**config.mk**
```make
export PLATFORM = sky130hd
export DESIGN_NAME = monitor_frame_deframer
export DESIGN_NICKNAME = d
export VERILOG_FILES = /design/src/rtl/core/mfd_pkg.sv /design/src/rtl/core/mfd_cfg_regs.sv /design/src/rtl/core/mfd_frame_core.sv /design/src/rtl/core/mfd_out_buf.sv /design/src/rtl/core/monitor_frame_deframer.sv
export VERILOG_INCLUDE_DIRS = /design/src /design/src/rtl/core
export SDC_FILE = /design/constraint.sdc
export NUM_CORES = 1
export LEC_CHECK = 0
export BUFFER_PORTS_ARGS = -buffer_cell sky130_fd_sc_hd__buf_4
export CORE_MARGIN = 2
export CORE_UTILIZATION = 62
export CTS_CLUSTER_DIAMETER = 60
export CTS_CLUSTER_SIZE = 8
export DETAILED_ROUTE_END_ITERATION = 7
export PLACE_DENSITY = 0.85
export SYNTH_ARGS = -nofsm -noshare
export SYNTH_HDL_FRONTEND = slang
export SYNTH_SLANG_ARGS = --single-unit
```
**constraint.sdc**
```tcl
create_clock -name clk -period 7 [get_ports clk]
set_clock_uncertainty 0.1 [all_clocks]
set_input_delay 1.4 -clock clk [delete_from_list [all_inputs] [get_ports clk]]
set_output_delay 1.4 -clock clk [all_outputs]
set_load 0.03 [all_outputs]
```
**src/rtl/core/monitor_frame_deframer_defines.svh**
```systemverilog
// Assertion macros shared by the frame receiver modules.
`ifndef MONITOR_FRAME_DEFRAMER_DEFINES_SVH
`define MONITOR_FRAME_DEFRAMER_DEFINES_SVH

// Same-cycle implication, checked on clk and disabled while rst_n is low.
`define MFD_ASSERT_IMP(lbl, ante, cons) \
    lbl: assert property (@(posedge clk) disable iff (!rst_n) (ante) |-> (cons)) \
        else $error("frame receiver assertion failed");

// Next-cycle implication, checked on clk and disabled while rst_n is low.
`define MFD_ASSERT_NXT(lbl, ante, cons) \
    lbl: assert property (@(posedge clk) disable iff (!rst_n) (ante) |=> (cons)) \
        else $error("frame receiver assertion failed");

`endif

```
**src/rtl/core/mfd_pkg.sv**
```systemverilog
// Types and constants for the monitor frame receiver.
`timescale 1ns / 1ps
`default_nettype none
package mfd_pkg;

    localparam int CFG_INDEX_W = 8;
    localparam int CFG_DATA_W  = 8;

    localparam logic [CFG_INDEX_W-1:0] REG_MIN_FUNCTION = 8'd0;
    localparam logic [CFG_INDEX_W-1:0] REG_MAX_LENGTH   = 8'd1;

    localparam logic [7:0] MIN_FUNCTION_RESET = 8'hF0;
    localparam logic [7:0] MAX_LENGTH_RESET   = 8'hF0;

    localparam logic CMD_BYTE    = 1'b0;
    localparam logic CMD_TIMEOUT = 1'b1;

    localparam logic KIND_PAYLOAD = 1'b0;
    localparam logic KIND_VERDICT = 1'b1;

    localparam logic [1:0] STATUS_GOOD  = 2'd0;
    localparam logic [1:0] STATUS_BAD   = 2'd1;
    localparam logic [1:0] STATUS_ABORT = 2'd2;

    typedef enum logic [1:0] {
        PH_HUNT = 2'd0,
        PH_LEN  = 2'd1,
        PH_DATA = 2'd2,
        PH_SUM  = 2'd3
    } phase_t;

    typedef struct packed {
        logic       command;
        logic [7:0] rx_byte;
    } item_t;

    typedef struct packed {
        logic       kind;
        logic [7:0] function_code;
        logic [7:0] data_byte;
        logic [7:0] byte_index;
        logic [7:0] frame_length;
        logic [1:0] status;
        logic       last;
    } result_t;

    typedef struct packed {
        logic [7:0] min_function_code;
        logic [7:0] max_length;
    } cfg_t;

endpackage
`default_nettype wire

```
**src/rtl/core/mfd_cfg_regs.sv**
```systemverilog
// Configuration registers of the monitor frame receiver.
`timescale 1ns / 1ps
`default_nettype none
module mfd_cfg_regs
    import mfd_pkg::*;
(
    input  logic                   clk,
    input  logic                   rst_n,
    input  logic                   cfg_valid,
    output logic                   cfg_ready,
    input  logic [CFG_INDEX_W-1:0] cfg_index,
    input  logic [CFG_DATA_W-1:0]  cfg_data,
    output cfg_t                   cfg
);

    logic [7:0] min_function_reg;
    logic [7:0] max_length_reg;

    assign cfg_ready = 1'b1;

    // Writes to an index beyond the register list are dropped.
    always_ff @(posedge clk or negedge rst_n)
    begin
        if (!rst_n)
        begin
            min_function_reg <= MIN_FUNCTION_RESET;
            max_length_reg   <= MAX_LENGTH_RESET;
        end
        else if (cfg_valid)
        begin
            case (cfg_index)
                REG_MIN_FUNCTION: min_function_reg <= cfg_data[7:0];
                REG_MAX_LENGTH:   max_length_reg   <= cfg_data[7:0];
                default: ;
            endcase
        end
    end

    assign cfg.min_function_code = min_function_reg;
    assign cfg.max_length        = max_length_reg;

endmodule
`default_nettype wire

```
**src/rtl/core/mfd_frame_core.sv**
```systemverilog
// Frame phase tracking, checksum and result generation for one byte per beat.
`timescale 1ns / 1ps
`default_nettype none
`include "monitor_frame_deframer_defines.svh"
module mfd_frame_core
    import mfd_pkg::*;
(
    input  logic    clk,
    input  logic    rst_n,
    input  logic    fire,
    input  item_t   item,
    input  cfg_t    cfg,
    output logic    res_valid,
    output result_t res
);

    phase_t     phase_reg,         phase_next;
    logic [7:0] held_function_reg, held_function_next;
    logic [7:0] held_length_reg,   held_length_next;
    logic [7:0] payload_count_reg, payload_count_next;
    logic [7:0] running_sum_reg,   running_sum_next;

    logic       timeout;
    logic [7:0] b;
    logic [7:0] sum_plus_b;

    assign timeout    = (item.command == CMD_TIMEOUT);
    assign b          = item.rx_byte;
    assign sum_plus_b = running_sum_reg + b;

    always_ff @(posedge clk or negedge rst_n)
    begin
        if (!rst_n)
        begin
            phase_reg         <= PH_HUNT;
            held_function_reg <= 8'd0;
            held_length_reg   <= 8'd0;
            payload_count_reg <= 8'd0;
            running_sum_reg   <= 8'd0;
        end
        else if (fire)
        begin
            phase_reg         <= phase_next;
            held_function_reg <= held_function_next;
            held_length_reg   <= held_length_next;
            payload_count_reg <= payload_count_next;
            running_sum_reg   <= running_sum_next;
        end
    end

    always_comb
    begin
        phase_next         = phase_reg;
        held_function_next = held_function_reg;
        held_length_next   = held_length_reg;
        payload_count_next = payload_count_reg;
        running_sum_next   = running_sum_reg;

        res_valid         = 1'b0;
        res.kind          = KIND_VERDICT;
        res.function_code = held_function_reg;
        res.data_byte     = 8'd0;
        res.byte_index    = payload_count_reg;
        res.frame_length  = held_length_reg;
        res.status        = STATUS_ABORT;
        res.last          = 1'b1;

        case (phase_reg)
            PH_HUNT:
            begin
                if (!timeout && b >= cfg.min_function_code)
                begin
                    held_function_next = b;
                    held_length_next   = 8'd0;
                    payload_count_next = 8'd0;
                    running_sum_next   = b;
                    phase_next         = PH_LEN;
                end
            end
            PH_LEN:
            begin
                if (timeout || b > cfg.max_length)
                begin
                    // Abort during the length byte reports the rejected length, or zero on a timeout.
                    res_valid        = 1'b1;
                    res.byte_index   = 8'd0;
                    res.frame_length = timeout ? 8'd0 : b;
                    phase_next       = PH_HUNT;
                end
                else
                begin
                    held_length_next = b;
                    running_sum_next = sum_plus_b;
                    phase_next       = (b == 8'd0) ? PH_SUM : PH_DATA;
                end
            end
            PH_DATA:
            begin
                res_valid = 1'b1;
                if (timeout)
                begin
                    phase_next = PH_HUNT;
                end
                else
                begin
                    res.kind           = KIND_PAYLOAD;
                    res.data_byte      = b;
                    res.status         = STATUS_GOOD;
                    res.last           = 1'b0;
                    running_sum_next   = sum_plus_b;
                    payload_count_next = payload_count_reg + 8'd1;
                    // The advanced count decides whether the checksum byte comes next.
                    if (payload_count_next >= held_length_reg)
                    begin
                        phase_next = PH_SUM;
                    end
                end
            end
            default:
            begin
                res_valid  = 1'b1;
                phase_next = PH_HUNT;
                if (!timeout)
                begin
                    running_sum_next = sum_plus_b;
                    res.status       = (sum_plus_b == 8'd0) ? STATUS_GOOD : STATUS_BAD;
                end
            end
        endcase
    end

    `MFD_ASSERT_NXT(a_verdict_returns_to_hunt, fire && res_valid && res.kind == KIND_VERDICT, phase_reg == PH_HUNT)
    `MFD_ASSERT_IMP(a_payload_not_last, res_valid && res.kind == KIND_PAYLOAD, !res.last && res.status == STATUS_GOOD)
    `MFD_ASSERT_IMP(a_data_has_length, phase_reg == PH_DATA, held_length_reg != 8'd0)

endmodule
`default_nettype wire

```
**src/rtl/core/mfd_out_buf.sv**
```systemverilog
// Two-entry result buffer that decouples the frame logic from the result consumer.
`timescale 1ns / 1ps
`default_nettype none
`include "monitor_frame_deframer_defines.svh"
module mfd_out_buf
    import mfd_pkg::*;
(
    input  logic    clk,
    input  logic    rst_n,
    input  logic    push,
    input  result_t push_data,
    output logic    space,
    output logic    result_valid,
    input  logic    result_ready,
    output result_t result
);

    result_t    mem [2];
    logic       wr_ptr_reg;
    logic       rd_ptr_reg;
    logic [1:0] count_reg;
    logic       pop;

    assign space        = (count_reg != 2'd2);
    assign result_valid = (count_reg != 2'd0);
    assign pop          = result_valid && result_ready;
    assign result       = mem[rd_ptr_reg];

    always_ff @(posedge clk)
    begin
        if (push)
        begin
            mem[wr_ptr_reg] <= push_data;
        end
    end

    always_ff @(posedge clk or negedge rst_n)
    begin
        if (!rst_n)
        begin
            wr_ptr_reg <= 1'b0;
            rd_ptr_reg <= 1'b0;
            count_reg  <= 2'd0;
        end
        else
        begin
            if (push)
            begin
                wr_ptr_reg <= ~wr_ptr_reg;
            end
            if (pop)
            begin
                rd_ptr_reg <= ~rd_ptr_reg;
            end
            count_reg <= count_reg + {1'b0, push} - {1'b0, pop};
        end
    end

    `MFD_ASSERT_IMP(a_no_push_when_full, push, space)
    `MFD_ASSERT_IMP(a_count_bounded, 1'b1, count_reg != 2'd3)
    `MFD_ASSERT_IMP(a_pointers_track_count, count_reg == 2'd0 || count_reg == 2'd2, wr_ptr_reg == rd_ptr_reg)

endmodule
`default_nettype wire

```
**src/rtl/core/monitor_frame_deframer.sv**
```systemverilog
// Monitor frame receiver: per-byte frame decode, one beat per cycle while the result buffer has space.
// An accepted byte is held in the stage register; its result, if any, enters the result buffer when the core fires.
// Throughput: one item per cycle while the result buffer has space, set by the phase update in the frame core.
// The two-entry result buffer keeps accepting items while a result waits to be taken, until both entries are full.
// Reset (rst_n low, asynchronous) restores the register defaults and the hunting phase.
`timescale 1ns / 1ps
`default_nettype none
module monitor_frame_deframer
    import mfd_pkg::*;
(
    input  logic                   clk,
    input  logic                   rst_n,
    input  logic                   item_valid,
    output logic                   item_ready,
    input  item_t                  item,
    output logic                   result_valid,
    input  logic                   result_ready,
    output result_t                result,
    input  logic                   cfg_valid,
    output logic                   cfg_ready,
    input  logic [CFG_INDEX_W-1:0] cfg_index,
    input  logic [CFG_DATA_W-1:0]  cfg_data
);

    cfg_t    cfg;
    logic    stage_valid_reg;
    item_t   stage_item_reg;
    logic    fire;
    logic    space;
    logic    res_valid;
    result_t res;

    assign fire       = stage_valid_reg && space;
    assign item_ready = !stage_valid_reg || fire;

    always_ff @(posedge clk or negedge rst_n)
    begin
        if (!rst_n)
        begin
            stage_valid_reg <= 1'b0;
        end
        else if (item_ready)
        begin
            stage_valid_reg <= item_valid;
        end
    end

    always_ff @(posedge clk)
    begin
        if (item_ready && item_valid)
        begin
            stage_item_reg <= item;
        end
    end

    mfd_cfg_regs u_cfg_regs (
        .clk       (clk),
        .rst_n     (rst_n),
        .cfg_valid (cfg_valid),
        .cfg_ready (cfg_ready),
        .cfg_index (cfg_index),
        .cfg_data  (cfg_data),
        .cfg       (cfg)
    );

    mfd_frame_core u_frame_core (
        .clk       (clk),
        .rst_n     (rst_n),
        .fire      (fire),
        .item      (stage_item_reg),
        .cfg       (cfg),
        .res_valid (res_valid),
        .res       (res)
    );

    mfd_out_buf u_out_buf (
        .clk          (clk),
        .rst_n        (rst_n),
        .push         (fire && res_valid),
        .push_data    (res),
        .space        (space),
        .result_valid (result_valid),
        .result_ready (result_ready),
        .result       (result)
    );

endmodule
`default_nettype wire

```
==> metrics.yaml <==
sta:
  rsz0062_at_grt: "false"
  setup_viol: 0
  finalMaxSlewViolations: 0
  fmax_mhz: 297
  finalSetupTns_ps: 0
  layout_min_cycle_time_ps: 3370
  maxSlewHeadroom_pct: 46.8
  worst_slew_pin_slew_ps: 797
  hold_viol_final: 0
  post-route-period-util_pct: 48.1
detailed_routing:
  vias_per_cell: 6.03
  wire_per_inst_um: 18.8
  num_vias: 4395
  drcViolationCount: 0
  drtAntennaViolNets: 0
  dr.pass1.iters: 5
  drtIter0Drc: 310
  drt_wl_total_mm: 13.7
critical_path:
  cp.arrival_ps: 1870
  crit_path_start_kind: "register"
  cp-end-kind: "primary output"
  path_class: "register to primary output"
  cp.required_ps: 5500
  path_max_fanout: 36
global_routing:
  grtUsageTotal_pct: 25.9
  grt_pass1_vias: 4452
  antenna_found_initial: 0
  grt_max_degree: 56
  overflow: 0
  grt_pass1_wl_mm: 22.1
layout:
  area_delta_synth_final_pct: 18.7
  layout_commonest_cell: "edfxtp_1"
  nets: 646
  drive_gt1_share_pct: 30.9
  final_cell_mix: "79 x edfxtp_1, 70 x buf_4, 53 x mux2_2"
  antennaDiodeCount: 0
  utilization_pct: 75.6
  largest_reg_flops: 70
cts:
  tritoncts: "done"
  cts_made_buffers: 17
  hold_buffers: 0
  clockRootBuffer: "clkbuf_8"
  clk_pin_slew_ps: 60
  clkSinkCount: 134
  clk_latency_ps: 530
  h-tree-depth: 4
  post_cts_buffers: 0
  cts_resized: 0
  clockBufferDepth: 2
floorplan:
  die_area_um2: 11400
  die_y_um: 107
  io_pins: 69
  start_util_pct: 63.7
  chipWidth_um: 107
  std_cell_rows: 37
  core-area_um2: 10300
power_and_ir_drop:
  p_leak_uw: 0.00324
  ir_drop_mv: 0.229
  p_per_area_nw_per_um2: 400
placed_design:
  io_buffers: 67
  gp_congestion: 0.905
  dpl.hpwl_mm: 9.16
run:
  maxCapViolations: 0
hold_path:
  min_path_type: "register to register"
yosys:
  avgSynthCellArea_um2: 12.9
  syn-num-nets: 571
  synth_edf_count: 79
  synth_area_um2: 6550
  async_flop_share_pct: 41.0
  ys.flop_type: "edfxtp_1"
  synth.yosys.seq_area_share_pct: 57.4
  syn-instance-count: 506
  synth_seq_cells: 134
  ys_top_cells_by_area: "edfxtp_1 36%, dfrtp_1 18%, mux2_2 9.1%"
  synth_cell_type_count: 66
  yosys.area.top_type: "edfxtp_1"
  yosys_warnings: 0
  synth_top_area_share_pct: 36.2
outcome:
  status: "finished, final reports clean"
==> final cells by class <==
class | count | area, um2
clock inverter | 13 | 183
tap | 136 | 170
inverter | 38 | 143
timing repair buffer | 70 | 526
clock buffer | 18 | 418
multi-input combinational | 320 | 2580
sequential | 134 | 3760
fill | 637 | 2500
==> metal layers <==
layer  GRT usage (%)  up-vias  part of all wire, %
met5               0        -                    0
met4            12.2        0                  3.0
met3            6.38       42                  6.5
met2            43.0      215                   50
met1            31.9     2128                   40
li1                -     2010                    -
==> cell usage after synthesis, types with 2 or more instances <==
library cell  count
mux2_4            4
and2_1           19
o21ai_1           6
nand3_1          13
inv_2             2
o211ai_1          2
buf_4             2
o31ai_1           2
dfrtp_1          47
a211oi_1          2
a31oi_1           4
o21ai_0          16
and3_1            2
a22o_1           15
edfxtp_1         79
mux2i_1           7
nand2b_1         10
buf_1             3
xnor2_1           8
nor4_1            4
nor2_1           23
or2_2             2
a21oi_1          16
a211oi_2          2
dfstp_2           8
nand2_1          26
nand4_1           2
o21a_1            4
buf_2             3
ha_1             34
inv_1            36
xor2_1            6
mux2_2           53
clkbuf_1          4
nor3_1            9
==> power breakdown <==
part	total (uW)	internal, uW	switching (uW)
Sequential	1130	1010	120
Combinational	1080	462	618
Clock	901	575	327
==> per-stage QoR <==
stage | cell area, um2 | instances | total power [uW] | hold WS, ps | setup slack [ps]
4_1_cts | 7770 | 729 | 3110 | 376 | 3610
3_5_place_dp | 7170 | 698 | 2200 | 362 | 3780
2_1_floorplan | 6550 | 506 | 1890 | 338 | 3210
5_1_grt | 7770 | 729 | 3250 | 394 | 3560
6_report | 7770 | 729 | 3110 | 379 | 3640
3_3_place_gp | 7170 | 698 | 2160 | 358 | 3890
==> logic make-up after synthesis <==
family / synth area share, %
simple gates: 9.82
flops: 57.4
other cells: 0.0573
compound gates: 9.65
buf+inv: 3.29
fa+ha+maj: 6.80
mux: 11.1
xor+xnor: 1.87
==> worst max-delay path, cell delays in order (launching register included) <==
cell,delay [ps]
dfrtp_1,320
buf_4,400
mux2_2,420
buf_4,180
==> final timing paths <==
check | from | to | slack, ps | cells after the start
setup / recovery | u_out_buf.rd_ptr_reg | result[35] | 3640 | 3
hold / removal | u_frame_core.held_function_reg[3] | u_out_buf.mem[1][30] | 380 | 0
setup reg to reg | stage_item_reg[1] | u_out_buf.count_reg[1] | 3640 | 12
hold reg to reg | u_frame_core.held_function_reg[3] | u_out_buf.mem[1][30] | 380 | 0
max in group asynchronous | rst_n | u_frame_core.payload_count_reg[2] | 5480 | 1
min in group asynchronous | rst_n | u_frame_core.held_function_reg[4] | 840 | 1
(Power assumes the default switching activity.)
